<file path="src/rtl/core/skt_pkg.sv">
package skt_pkg;

    localparam int DATA_W       = 32;
    localparam int RANK_W       = 7;
    localparam int MAX_RANK_DEF = 64;
    localparam logic [RANK_W-1:0] RANK_RESET = RANK_W'(1);

    typedef enum logic [2:0] {
        S_IDLE,
        S_UP,
        S_DOWN,
        S_PUT,
        S_DONE
    } state_t;

    typedef struct packed {
        logic wr_en;
        logic rd_en;
    } mem_ctl_t;

endpackage

</file>
<file path="src/rtl/core/stream_kth_largest_tracker.sv">
// Tracks the K largest signed 32-bit values of a stream and reports the
// smallest of them after every item, with K taken from the k_rank register.
// Channels: input items on in_valid/in_ready/sample_value, results on
// out_valid/out_ready/kth_value/filled, register writes on cfg_valid/cfg_ready
// with k_rank as data (0 acts as 1, values above MAX_RANK act as MAX_RANK).
// Values are kept as a binary min-heap in a one-port-write, two-port-read
// memory; every heap level costs one read-compare-write.
// An item that is dropped or written straight to the root goes from
// S_IDLE to S_DONE; any other item walks the heap in S_UP or S_DOWN,
// and S_PUT writes it when it reaches the root or a leaf.
// One item is in the heap unit at a time: a new item is taken only once
// the previous one has gone from S_DONE back to S_IDLE.
// A stalled result sits in the output register; the next item is still
// accepted and processed, and waits only for that register to empty.
// Reset empties the store and sets K to 1; no clearing pass is needed.
module stream_kth_largest_tracker
    import skt_pkg::*;
#(
    parameter int MAX_RANK = MAX_RANK_DEF
)
(
    input  logic                     clk,
    input  logic                     rst_n,
    input  logic                     cfg_valid,
    output logic                     cfg_ready,
    input  logic [RANK_W-1:0]        k_rank,
    input  logic                     in_valid,
    output logic                     in_ready,
    input  logic signed [DATA_W-1:0] sample_value,
    output logic                     out_valid,
    input  logic                     out_ready,
    output logic signed [DATA_W-1:0] kth_value,
    output logic                     filled
);

    localparam int ADDR_W = (MAX_RANK > 1) ? $clog2(MAX_RANK) : 1;
    localparam int CNT_W  = $clog2(MAX_RANK + 1);

    mem_ctl_t                 mem_ctl;
    logic [ADDR_W-1:0]        mem_waddr;
    logic signed [DATA_W-1:0] mem_wdata;
    logic [ADDR_W-1:0]        mem_raddr_a;
    logic [ADDR_W-1:0]        mem_raddr_b;
    logic signed [DATA_W-1:0] mem_rdata_a;
    logic signed [DATA_W-1:0] mem_rdata_b;

    assign cfg_ready = 1'b1;

    skt_heap_ctrl #(
        .MAX_RANK (MAX_RANK),
        .ADDR_W   (ADDR_W),
        .CNT_W    (CNT_W)
    ) u_ctrl (
        .clk          (clk),
        .rst_n        (rst_n),
        .cfg_valid    (cfg_valid),
        .k_rank       (k_rank),
        .in_valid     (in_valid),
        .in_ready     (in_ready),
        .sample_value (sample_value),
        .out_valid    (out_valid),
        .out_ready    (out_ready),
        .kth_value    (kth_value),
        .filled       (filled),
        .mem_ctl      (mem_ctl),
        .mem_waddr    (mem_waddr),
        .mem_wdata    (mem_wdata),
        .mem_raddr_a  (mem_raddr_a),
        .mem_raddr_b  (mem_raddr_b),
        .mem_rdata_a  (mem_rdata_a),
        .mem_rdata_b  (mem_rdata_b)
    );

    skt_heap_ram #(
        .DEPTH  (MAX_RANK),
        .ADDR_W (ADDR_W)
    ) u_ram (
        .clk     (clk),
        .ctl     (mem_ctl),
        .waddr   (mem_waddr),
        .wdata   (mem_wdata),
        .raddr_a (mem_raddr_a),
        .raddr_b (mem_raddr_b),
        .rdata_a (mem_rdata_a),
        .rdata_b (mem_rdata_b)
    );

endmodule

</file>
<file path="src/rtl/core/skt_heap_ram.sv">
module skt_heap_ram
    import skt_pkg::*;
#(
    parameter int DEPTH  = MAX_RANK_DEF,
    parameter int ADDR_W = 6
)
(
    input  logic                     clk,
    input  mem_ctl_t                 ctl,
    input  logic [ADDR_W-1:0]        waddr,
    input  logic signed [DATA_W-1:0] wdata,
    input  logic [ADDR_W-1:0]        raddr_a,
    input  logic [ADDR_W-1:0]        raddr_b,
    output logic signed [DATA_W-1:0] rdata_a,
    output logic signed [DATA_W-1:0] rdata_b
);

    logic signed [DATA_W-1:0] mem [DEPTH];

    always_ff @(posedge clk)
    begin
        if (ctl.wr_en)
        begin
            mem[waddr] <= wdata;
        end
        if (ctl.rd_en)
        begin
            rdata_a <= mem[raddr_a];
            rdata_b <= mem[raddr_b];
        end
    end

endmodule

</file>
<file path="src/rtl/core/skt_heap_ctrl.sv">
module skt_heap_ctrl
    import skt_pkg::*;
#(
    parameter int MAX_RANK = MAX_RANK_DEF,
    parameter int ADDR_W   = 6,
    parameter int CNT_W    = 7
)
(
    input  logic                     clk,
    input  logic                     rst_n,
    input  logic                     cfg_valid,
    input  logic [RANK_W-1:0]        k_rank,
    input  logic                     in_valid,
    output logic                     in_ready,
    input  logic signed [DATA_W-1:0] sample_value,
    output logic                     out_valid,
    input  logic                     out_ready,
    output logic signed [DATA_W-1:0] kth_value,
    output logic                     filled,
    output mem_ctl_t                 mem_ctl,
    output logic [ADDR_W-1:0]        mem_waddr,
    output logic signed [DATA_W-1:0] mem_wdata,
    output logic [ADDR_W-1:0]        mem_raddr_a,
    output logic [ADDR_W-1:0]        mem_raddr_b,
    input  logic signed [DATA_W-1:0] mem_rdata_a,
    input  logic signed [DATA_W-1:0] mem_rdata_b
);

    localparam int IDX_W = ADDR_W + 2;

    state_t                   state_reg, state_next;
    logic [RANK_W-1:0]        k_rank_reg;
    logic [CNT_W-1:0]         cnt_reg, cnt_next;
    logic [ADDR_W-1:0]        hole_reg, hole_next;
    logic signed [DATA_W-1:0] key_reg, key_next;
    logic signed [DATA_W-1:0] root_reg;
    logic                     out_valid_reg, out_valid_next;
    logic signed [DATA_W-1:0] kth_reg, kth_next;
    logic                     filled_reg, filled_next;

    logic [CNT_W-1:0]         k_eff;
    logic [ADDR_W-1:0]        cnt_addr;
    logic [IDX_W-1:0]         cnt_ext;
    logic                     do_insert, do_replace;
    logic [ADDR_W-1:0]        par_idx;
    logic [IDX_W-1:0]         c1_idx, c2_idx;
    logic                     pick_b;
    logic signed [DATA_W-1:0] small_val;
    logic [ADDR_W-1:0]        small_idx;
    logic [IDX_W-1:0]         g1_idx;
    logic                     up_move, down_move, out_free;

    function automatic logic [ADDR_W-1:0] parent_of(input logic [ADDR_W-1:0] h);
        parent_of = (h - ADDR_W'(1)) >> 1;
    endfunction

    function automatic logic [IDX_W-1:0] child_of(input logic [ADDR_W-1:0] h);
        child_of = {1'b0, h, 1'b1};
    endfunction

    // rank clamp
    always_comb
    begin
        if (k_rank_reg == '0)
        begin
            k_eff = CNT_W'(1);
        end
        else if (32'(k_rank_reg) > 32'(MAX_RANK))
        begin
            k_eff = CNT_W'(MAX_RANK);
        end
        else
        begin
            k_eff = CNT_W'(k_rank_reg);
        end
    end

    // decisions shared by next-state and output logic
    always_comb
    begin
        cnt_addr   = ADDR_W'(cnt_reg);
        cnt_ext    = IDX_W'(cnt_reg);
        do_insert  = (cnt_reg < k_eff) && (cnt_reg != CNT_W'(MAX_RANK));
        do_replace = (cnt_reg != '0) && (sample_value > root_reg);
        par_idx    = parent_of(hole_reg);
        c1_idx     = child_of(hole_reg);
        c2_idx     = c1_idx + IDX_W'(1);
        pick_b     = (c2_idx < cnt_ext) && (mem_rdata_b < mem_rdata_a);
        small_val  = pick_b ? mem_rdata_b : mem_rdata_a;
        small_idx  = pick_b ? ADDR_W'(c2_idx) : ADDR_W'(c1_idx);
        g1_idx     = child_of(small_idx);
        up_move    = mem_rdata_a > key_reg;
        down_move  = small_val < key_reg;
        out_free   = !out_valid_reg || out_ready;
    end

    // next state
    always_comb
    begin
        state_next = state_reg;
        unique case (state_reg)
            S_IDLE:
            begin
                if (in_valid)
                begin
                    if (do_insert && (cnt_reg != '0))
                    begin
                        state_next = S_UP;
                    end
                    else if (!do_insert && do_replace && (cnt_reg != CNT_W'(1)))
                    begin
                        state_next = S_DOWN;
                    end
                    else
                    begin
                        state_next = S_DONE;
                    end
                end
            end
            S_UP:
            begin
                if (!up_move)
                begin
                    state_next = S_DONE;
                end
                else if (par_idx == '0)
                begin
                    state_next = S_PUT;
                end
            end
            S_DOWN:
            begin
                if (!down_move)
                begin
                    state_next = S_DONE;
                end
                else if (g1_idx >= cnt_ext)
                begin
                    state_next = S_PUT;
                end
            end
            S_PUT:
            begin
                state_next = S_DONE;
            end
            S_DONE:
            begin
                if (out_free)
                begin
                    state_next = S_IDLE;
                end
            end
            default:
            begin
                state_next = S_IDLE;
            end
        endcase
    end

    // outputs and datapath
    always_comb
    begin
        mem_ctl        = '0;
        mem_waddr      = hole_reg;
        mem_wdata      = key_reg;
        mem_raddr_a    = par_idx;
        mem_raddr_b    = par_idx;
        hole_next      = hole_reg;
        cnt_next       = cnt_reg;
        key_next       = key_reg;
        out_valid_next = out_valid_reg && !out_ready;
        kth_next       = kth_reg;
        filled_next    = filled_reg;
        in_ready       = 1'b0;
        unique case (state_reg)
            S_IDLE:
            begin
                in_ready = 1'b1;
                if (in_valid)
                begin
                    key_next = sample_value;
                    if (do_insert)
                    begin
                        cnt_next  = cnt_reg + CNT_W'(1);
                        hole_next = cnt_addr;
                        if (cnt_reg == '0)
                        begin
                            mem_ctl.wr_en = 1'b1;
                            mem_waddr     = '0;
                            mem_wdata     = sample_value;
                        end
                        else
                        begin
                            mem_ctl.rd_en = 1'b1;
                            mem_raddr_a   = parent_of(cnt_addr);
                        end
                    end
                    else if (do_replace)
                    begin
                        hole_next = '0;
                        if (cnt_reg == CNT_W'(1))
                        begin
                            mem_ctl.wr_en = 1'b1;
                            mem_waddr     = '0;
                            mem_wdata     = sample_value;
                        end
                        else
                        begin
                            mem_ctl.rd_en = 1'b1;
                            mem_raddr_a   = ADDR_W'(child_of('0));
                            mem_raddr_b   = ADDR_W'(child_of('0) + IDX_W'(1));
                        end
                    end
                end
            end
            S_UP:
            begin
                mem_ctl.wr_en = 1'b1;
                if (up_move)
                begin
                    mem_wdata = mem_rdata_a;
                    hole_next = par_idx;
                    if (par_idx != '0)
                    begin
                        mem_ctl.rd_en = 1'b1;
                        mem_raddr_a   = parent_of(par_idx);
                    end
                end
            end
            S_DOWN:
            begin
                mem_ctl.wr_en = 1'b1;
                if (down_move)
                begin
                    mem_wdata = small_val;
                    hole_next = small_idx;
                    if (g1_idx < cnt_ext)
                    begin
                        mem_ctl.rd_en = 1'b1;
                        mem_raddr_a   = ADDR_W'(g1_idx);
                        mem_raddr_b   = ADDR_W'(g1_idx + IDX_W'(1));
                    end
                end
            end
            S_PUT:
            begin
                mem_ctl.wr_en = 1'b1;
            end
            S_DONE:
            begin
                if (out_free)
                begin
                    out_valid_next = 1'b1;
                    kth_next       = root_reg;
                    filled_next    = cnt_reg >= k_eff;
                end
            end
            default:
            begin
            end
        endcase
    end

    always_ff @(posedge clk or negedge rst_n)
    begin
        if (!rst_n)
        begin
            state_reg     <= S_IDLE;
            k_rank_reg    <= RANK_RESET;
            cnt_reg       <= '0;
            out_valid_reg <= 1'b0;
        end
        else
        begin
            state_reg     <= state_next;
            cnt_reg       <= cnt_next;
            out_valid_reg <= out_valid_next;
            if (cfg_valid)
            begin
                k_rank_reg <= k_rank;
            end
        end
    end

    // datapath registers, and the heap root shadow that follows every write to entry zero
    always_ff @(posedge clk)
    begin
        hole_reg   <= hole_next;
        key_reg    <= key_next;
        kth_reg    <= kth_next;
        filled_reg <= filled_next;
        if (mem_ctl.wr_en && (mem_waddr == '0))
        begin
            root_reg <= mem_wdata;
        end
    end

    assign out_valid = out_valid_reg;
    assign kth_value = kth_reg;
    assign filled    = filled_reg;

endmodule

</file>
<file path="config.mk">
export PLATFORM = sky130hd
export DESIGN_NAME = stream_kth_largest_tracker
export DESIGN_NICKNAME = d
export VERILOG_FILES = /design/src/rtl/core/skt_pkg.sv /design/src/rtl/core/stream_kth_largest_tracker.sv /design/src/rtl/core/skt_heap_ram.sv /design/src/rtl/core/skt_heap_ctrl.sv
export SDC_FILE = /design/constraint.sdc
export NUM_CORES = 2
export LEC_CHECK = 0
export BUFFER_PORTS_ARGS = -buffer_cell sky130_fd_sc_hd__buf_2
export CORE_MARGIN = 1.5
export CORE_UTILIZATION = 30
export DETAILED_ROUTE_END_ITERATION = 7
export HOLD_SLACK_MARGIN = 0.06
export SYNTH_ARGS = -nofsm -noshare
export SYNTH_HDL_FRONTEND = slang
export SYNTH_HIERARCHICAL = 1
export SYNTH_SLANG_ARGS = --single-unit
</file>
<file path="constraint.sdc">
create_clock -name clk -period 7.3 [get_ports clk]
set_input_delay 0.365 -clock clk [delete_from_list [all_inputs] [get_ports clk]]
set_output_delay 0.365 -clock clk [all_outputs]
set_load 0.01 [all_outputs]
</file>
======== Word level (Yosys, flattened, before mapping) ========
Memory sizes are Yosys's and may differ from the RTL's. A register that Yosys moved wholly into a read port is not among the register bits.
Index checks and enable logic that the tools add are counted.
storage, ports and cells
  flip-flop bits (word level) ............. 121
  RAM bits ................................ 2048
  bits of input ports ..................... 44
  output and inout bits ................... 36
  logic and storage cells ................. 134
  memories kept ........................... 1
memory list
  memory     depth  bits a word  rd ports  clocked after Yosys merged registers in  write ports  RTL line            source
  u_ram.mem  64     32           2         2                                        1            skt_heap_ram.sv:18  logic signed [DATA_W-1:0] mem [DEPTH];
operators by class
  add/sub/neg operators ................... 6
  order comparisons ....................... 10
  eq/ne operators ......................... 14
  multiplexer cells ....................... 68
  reduce and logical (&&, ||, !) cells .... 26
operator list
  kind                                                   count
  2-to-1 mux 32 bit                                      8
  2-to-1 mux 6 bit                                       23
  one-hot mux 32 bit (3 select lines)                    1
  > comparator 32 bit                                    2
  less-than comparator 32 bit                            2
  one-hot mux 6 bit (3 select lines)                     2
  2-to-1 mux 3 bit                                       8
  2-to-1 mux 5 bit                                       4
  one-hot mux 3 bit (5 select lines)                     1
  >= comparator 7 bit                                    2
  zero test 7 bit                                        2
  less-than comparator 7 bit                             2
  2-to-1 mux 7 bit                                       2
  2-to-1 mux 1 bit                                       13
  zero test 6 bit                                        2
  one-hot mux 6 bit (2 select lines)                     1
  subtractor 6 x 1 -> 6 bit, second input constant       2
  adder 7 x 1 -> 8 bit, second input constant            1
  logical AND 1 bit                                      8
  less-than comparator 8 x 7 -> 1 bit                    1
  adder 7 x 1 -> 7 bit, second input constant            1
  equality test 7 x 1 -> 1 bit, second input constant    1
  > comparator 7 bit, second input constant              1
  inequality test 7 x 1 -> 1 bit, second input constant  1
  24 further kinds                                       33

======== Logic depth before layout (Yosys ltp) ========
  depth in word-level cells ............... 12
  gate-level depth with buffers ........... 33
  mapped depth without buffers ............ 27

======== Modules after synthesis ========
Netlist, hierarchy kept.
by module, submodules not included
  module                      instances  cells an instance  area each (sq um)  sequential area each (sq um)
  skt_heap_ram                1          4409               96356.2            63420.8
  skt_heap_ctrl               1          1080               10217.3            3544.6
  stream_kth_largest_tracker  1          2                  11.3               0.0

======== Least setup slack after synthesis ========
Ideal clock, no wire load.
  path type ............................... reg2reg
  from .................................... register u_ctrl.hole_reg[0]
  to ...................................... register u_ctrl.root_reg[10] (data pin)
  library setup time ...................... 0.573 ns
  data arrival time ....................... 7.010 ns
  required time ........................... 6.727 ns
  path slack .............................. -0.283 ns
  stages on the path, launching flop included .. 24
  buffers on the path ..................... 2
  clock period less this slack ............ 7.583 ns
  path through ............................ edfxtp_1 inv_1 ha_1 ha_1 nand2_1 o21ai_0 a31oi_1 o211ai_1 nor2_1 mux2i_2 buf_2 mux2_2 ha_1 a21o_1 a21o_1 a221oi_1 o21ai_0 a211oi_1 o21ai_1 or4_1 nand2_2 buf_4 a21oi_1 o221ai_1
on the way
  longest elaborated chain between the ends .. 7
RTL lines
  element                                  RTL line                          source
  start, declared                          skt_heap_ctrl.sv:34               logic [ADDR_W-1:0] hole_reg, hole_next;
  start signal, assigned                   skt_heap_ctrl.sv:288              hole_reg <= hole_next;
  adder 7 x 1 -> 8 bit (*)                 skt_heap_ctrl.sv:87               c2_idx = c1_idx + IDX_W'(1);
  less-than comparator 8 x 7 -> 1 bit (*)  skt_heap_ctrl.sv:88               pick_b = (c2_idx < cnt_ext) && (mem_rdata_b < mem_rdata_a);
  logical AND 1 bit (*)                    skt_heap_ctrl.sv:88
  2-to-1 mux 32 bit (*)                    skt_heap_ctrl.sv:89               small_val = pick_b ? mem_rdata_b : mem_rdata_a;
  less-than comparator 32 bit              skt_heap_ctrl.sv:93               down_move = small_val < key_reg;
  2-to-1 mux 32 bit (*)                    skt_heap_ctrl.sv:233              if (down_move)
  one-hot mux 32 bit (3 select lines) (*)  skt_heap_ctrl.sv:175              unique case (state_reg)
  via mem_wdata[10]                        stream_kth_largest_tracker.sv:41  logic signed [DATA_W-1:0] mem_wdata;
  end signal, assigned                     skt_heap_ctrl.sv:294              root_reg <= mem_wdata;
  end, declared                            skt_heap_ctrl.sv:36               logic signed [DATA_W-1:0] root_reg;
The timed path passes the listed nets; every way through them passes the cells marked *.
A chain may end at the register's enable or synchronous reset.

======== Worst setup path in the final report ========
  from .................................... register u_ram.rdata_b[1], read port of u_ram.mem
  to ...................................... register u_ram.rdata_a[21], read port of u_ram.mem (data pin)
on the way
  longest elaborated chain between the ends .. 7
  elaborated cells on any way between the ends .. 12
  those cells by class .................... order compare: 3; mux: 8; reduce/logical: 1
RTL lines
  element                                                                              RTL line                          source
  start, declared                                                                      skt_heap_ram.sv:15                output logic signed [DATA_W-1:0] rdata_b
  parallel branches: the longest is 5 deep, another holds less-than comparator 32 bit  n/a
  2-to-1 mux 6 bit (*)                                                                 skt_heap_ctrl.sv:233
  one-hot mux 6 bit (3 select lines) (*)                                               skt_heap_ctrl.sv:175
  via mem_raddr_a[1]                                                                   stream_kth_largest_tracker.sv:42  logic [ADDR_W-1:0] mem_raddr_a;
  end, declared                                                                        skt_heap_ram.sv:14                output logic signed [DATA_W-1:0] rdata_a,
Mark *: on every way through the listed nets, which the timed path passes.

==> results.toml <==
[status]
outcome = "finished, violations left"
violations = "negative setup slack"

[floorplanning]
start_util = 0.302
chipWidth_um = 599
die_h_um = 599
io_pins = 80
die_area_sq_um = 359000
core_area_sq_um = 353000
fp-row-count = 218

[drt]
drt-initial-drc-count = 9114
firstDrtPassIters = 6
routed_wirelength_mm = 369
routed_via_density = 5.77
drc_errors = 0
vias = 66400
ant_nets = 0
wl_per_cell_um = 32.1

[hold_path]
hold_path.startpoint = "sample_value[23]"
min_path_cells = 2
min_path_type = "in2reg"
holdPathEnd = "u_ctrl/key_reg[23]"

[setup_path]
cp_common_cell = "buf_4"
crit_path_max_fanout = 7
worstRegToRegCells = 32
arrival_ps = 8190
path_class = "reg2reg"
slowest_delay_ps = 550
start_kind = "flop"
rrSetupSlack_ps = -270
endpoint_kind = "flop"
r2r_start = "u_ram/rdata_b[1]"
rr_endpoint = "u_ram/rdata_a[21]"
crit_required_ps = 7920
cp_slowest_cell = "edfxtp_1"

[sta]
setup_violations = 63
hold_viol = 0
slew_viol_final = 0
fin_crit_sh = 1.04
fin_crit_ps = 7570
fin_ws_ps = -274
tightest_slew_ps = 1110
slew_headroom = 0.260
skew_ps = 55.0
max_freq_ghz = 0.132
grt_setup_unrepaired = "yes"

[placement]
dpl.cell_count = 10700
hpwl_mm = 231
place_congestion = 0.910
io_buffers = 78

[synth]
synth_nets = 5687
yosys_warnings = 6
synthDistinctLibCells = 80
synth_mux_area_frac = 0.265
synth_xor_xnor_area_share = 0.00245
synth_top_family_by_area = "multiplexers"
synth_area_leader_cell = "edfxtp_1"
synthSimpleGateAreaFrac = 0.0227
synth_fa_ha_area_frac = 0.0178
syn_area_sq_um = 107000
synthFlopType = "edfxtp_1"
ys_seq_area_frac = 0.628
synth_compound_area_frac = 0.0402
syn_inst = 5491
syn-mean-instance-area_sq_um = 19.4
async_flop_share = 0.00806
ys_top_cells_by_area = "edfxtp_1 (62%), mux4_2 (24%), mux2i_1 (2.0%)"
yosysTopAreaCellShare = 0.624
ys_seq_elements = 2233
synth-edff-count = 2215

[cells_and_area]
multi_input_area_sq_um = 39900
drive_above_1_share = 0.462
largest_reg_flops = 2048
regMostFlops = "u_ram/mem"
final_nets = 6798
fillers = 31600
area_growth_pct = 26.9
final_core_util = 0.383
instances_no_fill = 11500
regArea_sq_um = 67000

[global_route]
grt_usage = 0.199
antenna_found_initial = 16
grt_pass1_vias = 65900
grt_pass1_wl_mm = 510
grt_max_degree = 66
grt.overflow.total = 0

[cts]
clock_latency_ps = 920
cts_max_level = 4
root_buffer = "clkbuf_16"
cts_sinks = 2233
cts_buffer_depth = 4
clk_pin_slew_ps = 70
numCtsBuffers = 231
cts_tree = "done"

[run]
drv_cap = 0
[worst max-delay path by stage]
stage | from | endpoint | slack (ps) | depth (start not counted)
finish | u_ram/rdata_b[1] | u_ram/rdata_a[21] | -270 | 32
detailed placement | u_ram/rdata_b[5] | u_ram/rdata_b[8] | -1230 | 27
CTS | u_ram/rdata_b[1] | u_ram/rdata_a[14] | -290 | 32
global route | u_ram/rdata_b[1] | u_ram/rdata_a[19] | -460 | 33
floorplan | u_ctrl/hole_reg[0] | u_ctrl/root_reg[0] | 70 | 23
global placement | u_ram/rdata_b[5] | u_ram/rdata_b[21] | -1440 | 26
[stage by stage]
step | instance area [sq um] | setup TNS (ps) | setup WS (ps) | hold slack [ps]
after floorplan | 107000 | 0 | 69.2 | 69.4
after global placement | 121000 | -68410 | -1440 | 334
after detailed placement | 121000 | -55790 | -1230 | 339
after CTS | 132000 | -14910 | -291 | 171
after global routing | 135000 | -22540 | -455 | 223
final | 135000 | -9590 | -274 | 220
[synthesized netlist by cell type, drive strengths merged (22+ instances only)]
master	count
o21ai	92
a211oi	29
xnor2	22
nor3	31
ha	152
nor2b	28
a22oi	93
edfxtp	2215
mux2	69
clkbuf	142
mux2i	217
o22ai	55
nand3	28
inv	125
o221ai	34
mux4	1124
a21oi	144
o211ai	49
nand4	30
nand2	189
nor2	138
buf	246
[worst max-delay path: cells and delay by family, from the launching register on]
family          cells  cell delay [ps]
compound gates     10             1940
fa+ha+maj           2              420
buf+inv            11             1840
flops               1              550
mux                 5             1570
simple gates        4              910
[layout by cell type, fill, tap and decap left out, types with 103 or more instances in the layout]
| cell type | count |
|---|---|
| a21oi_1 | 103 |
| nand2_1 | 162 |
| edfxtp_1 | 2215 |
| mux4_2 | 1124 |
| ha_1 | 133 |
| buf_4 | 706 |
| inv_1 | 122 |
| clkbuf_16 | 266 |
| mux2i_1 | 178 |
| buf_12 | 218 |
[per-layer routing]
metal	track usage	wire length, um	up-vias
li1	-	-	25900
met3	0.0407	40600	756
met5	0	31	-
met4	0.0748	15700	6
met1	0.268	141000	35600
met2	0.318	172000	4121
[logic make-up (layout without fill, tap and decap cells)]
| kind of cell | count (synthesis) | after routing |
|---|---|---|
| buffers and inverters | 515 | 1809 |
| DFF | 2233 | 2233 |
| muxes | 1410 | 1410 |
| and+or+nand+nor | 523 | 523 |
| AOI/OAI and AO/OA | 628 | 628 |
| other | 1 | 4 |
| xor gates and xnor gates | 29 | 29 |
| adders and majority gates | 152 | 152 |
[final cells by class]
class / instances / area share
Sequential cell: 2233 / 0.495
Multi-Input combinational cell: 2743 / 0.295
Timing Repair Buffer: 1266 / 0.108
Clock buffer: 262 / 0.0437
Tap cell: 4730 / 0.0437
Clock inverter: 154 / 0.0116
Inverter: 127 / 0.00352
Antenna cell: 3 / 0.0000555
[timing repair]
item                                    4_1_cts  5_1_grt
setup buffers                               100      158
endpoints found under the setup margin       64       64
pin swaps                                    48       99
gates resized for setup                     299      372
cloned                                       24       36
hold buffers                                 52        0
endpoints found under the hold margin        63        0
Power is left out: the tool's default activity adds up to more than one toggle a clock period on the data nets, which glitch-free logic cannot reach.
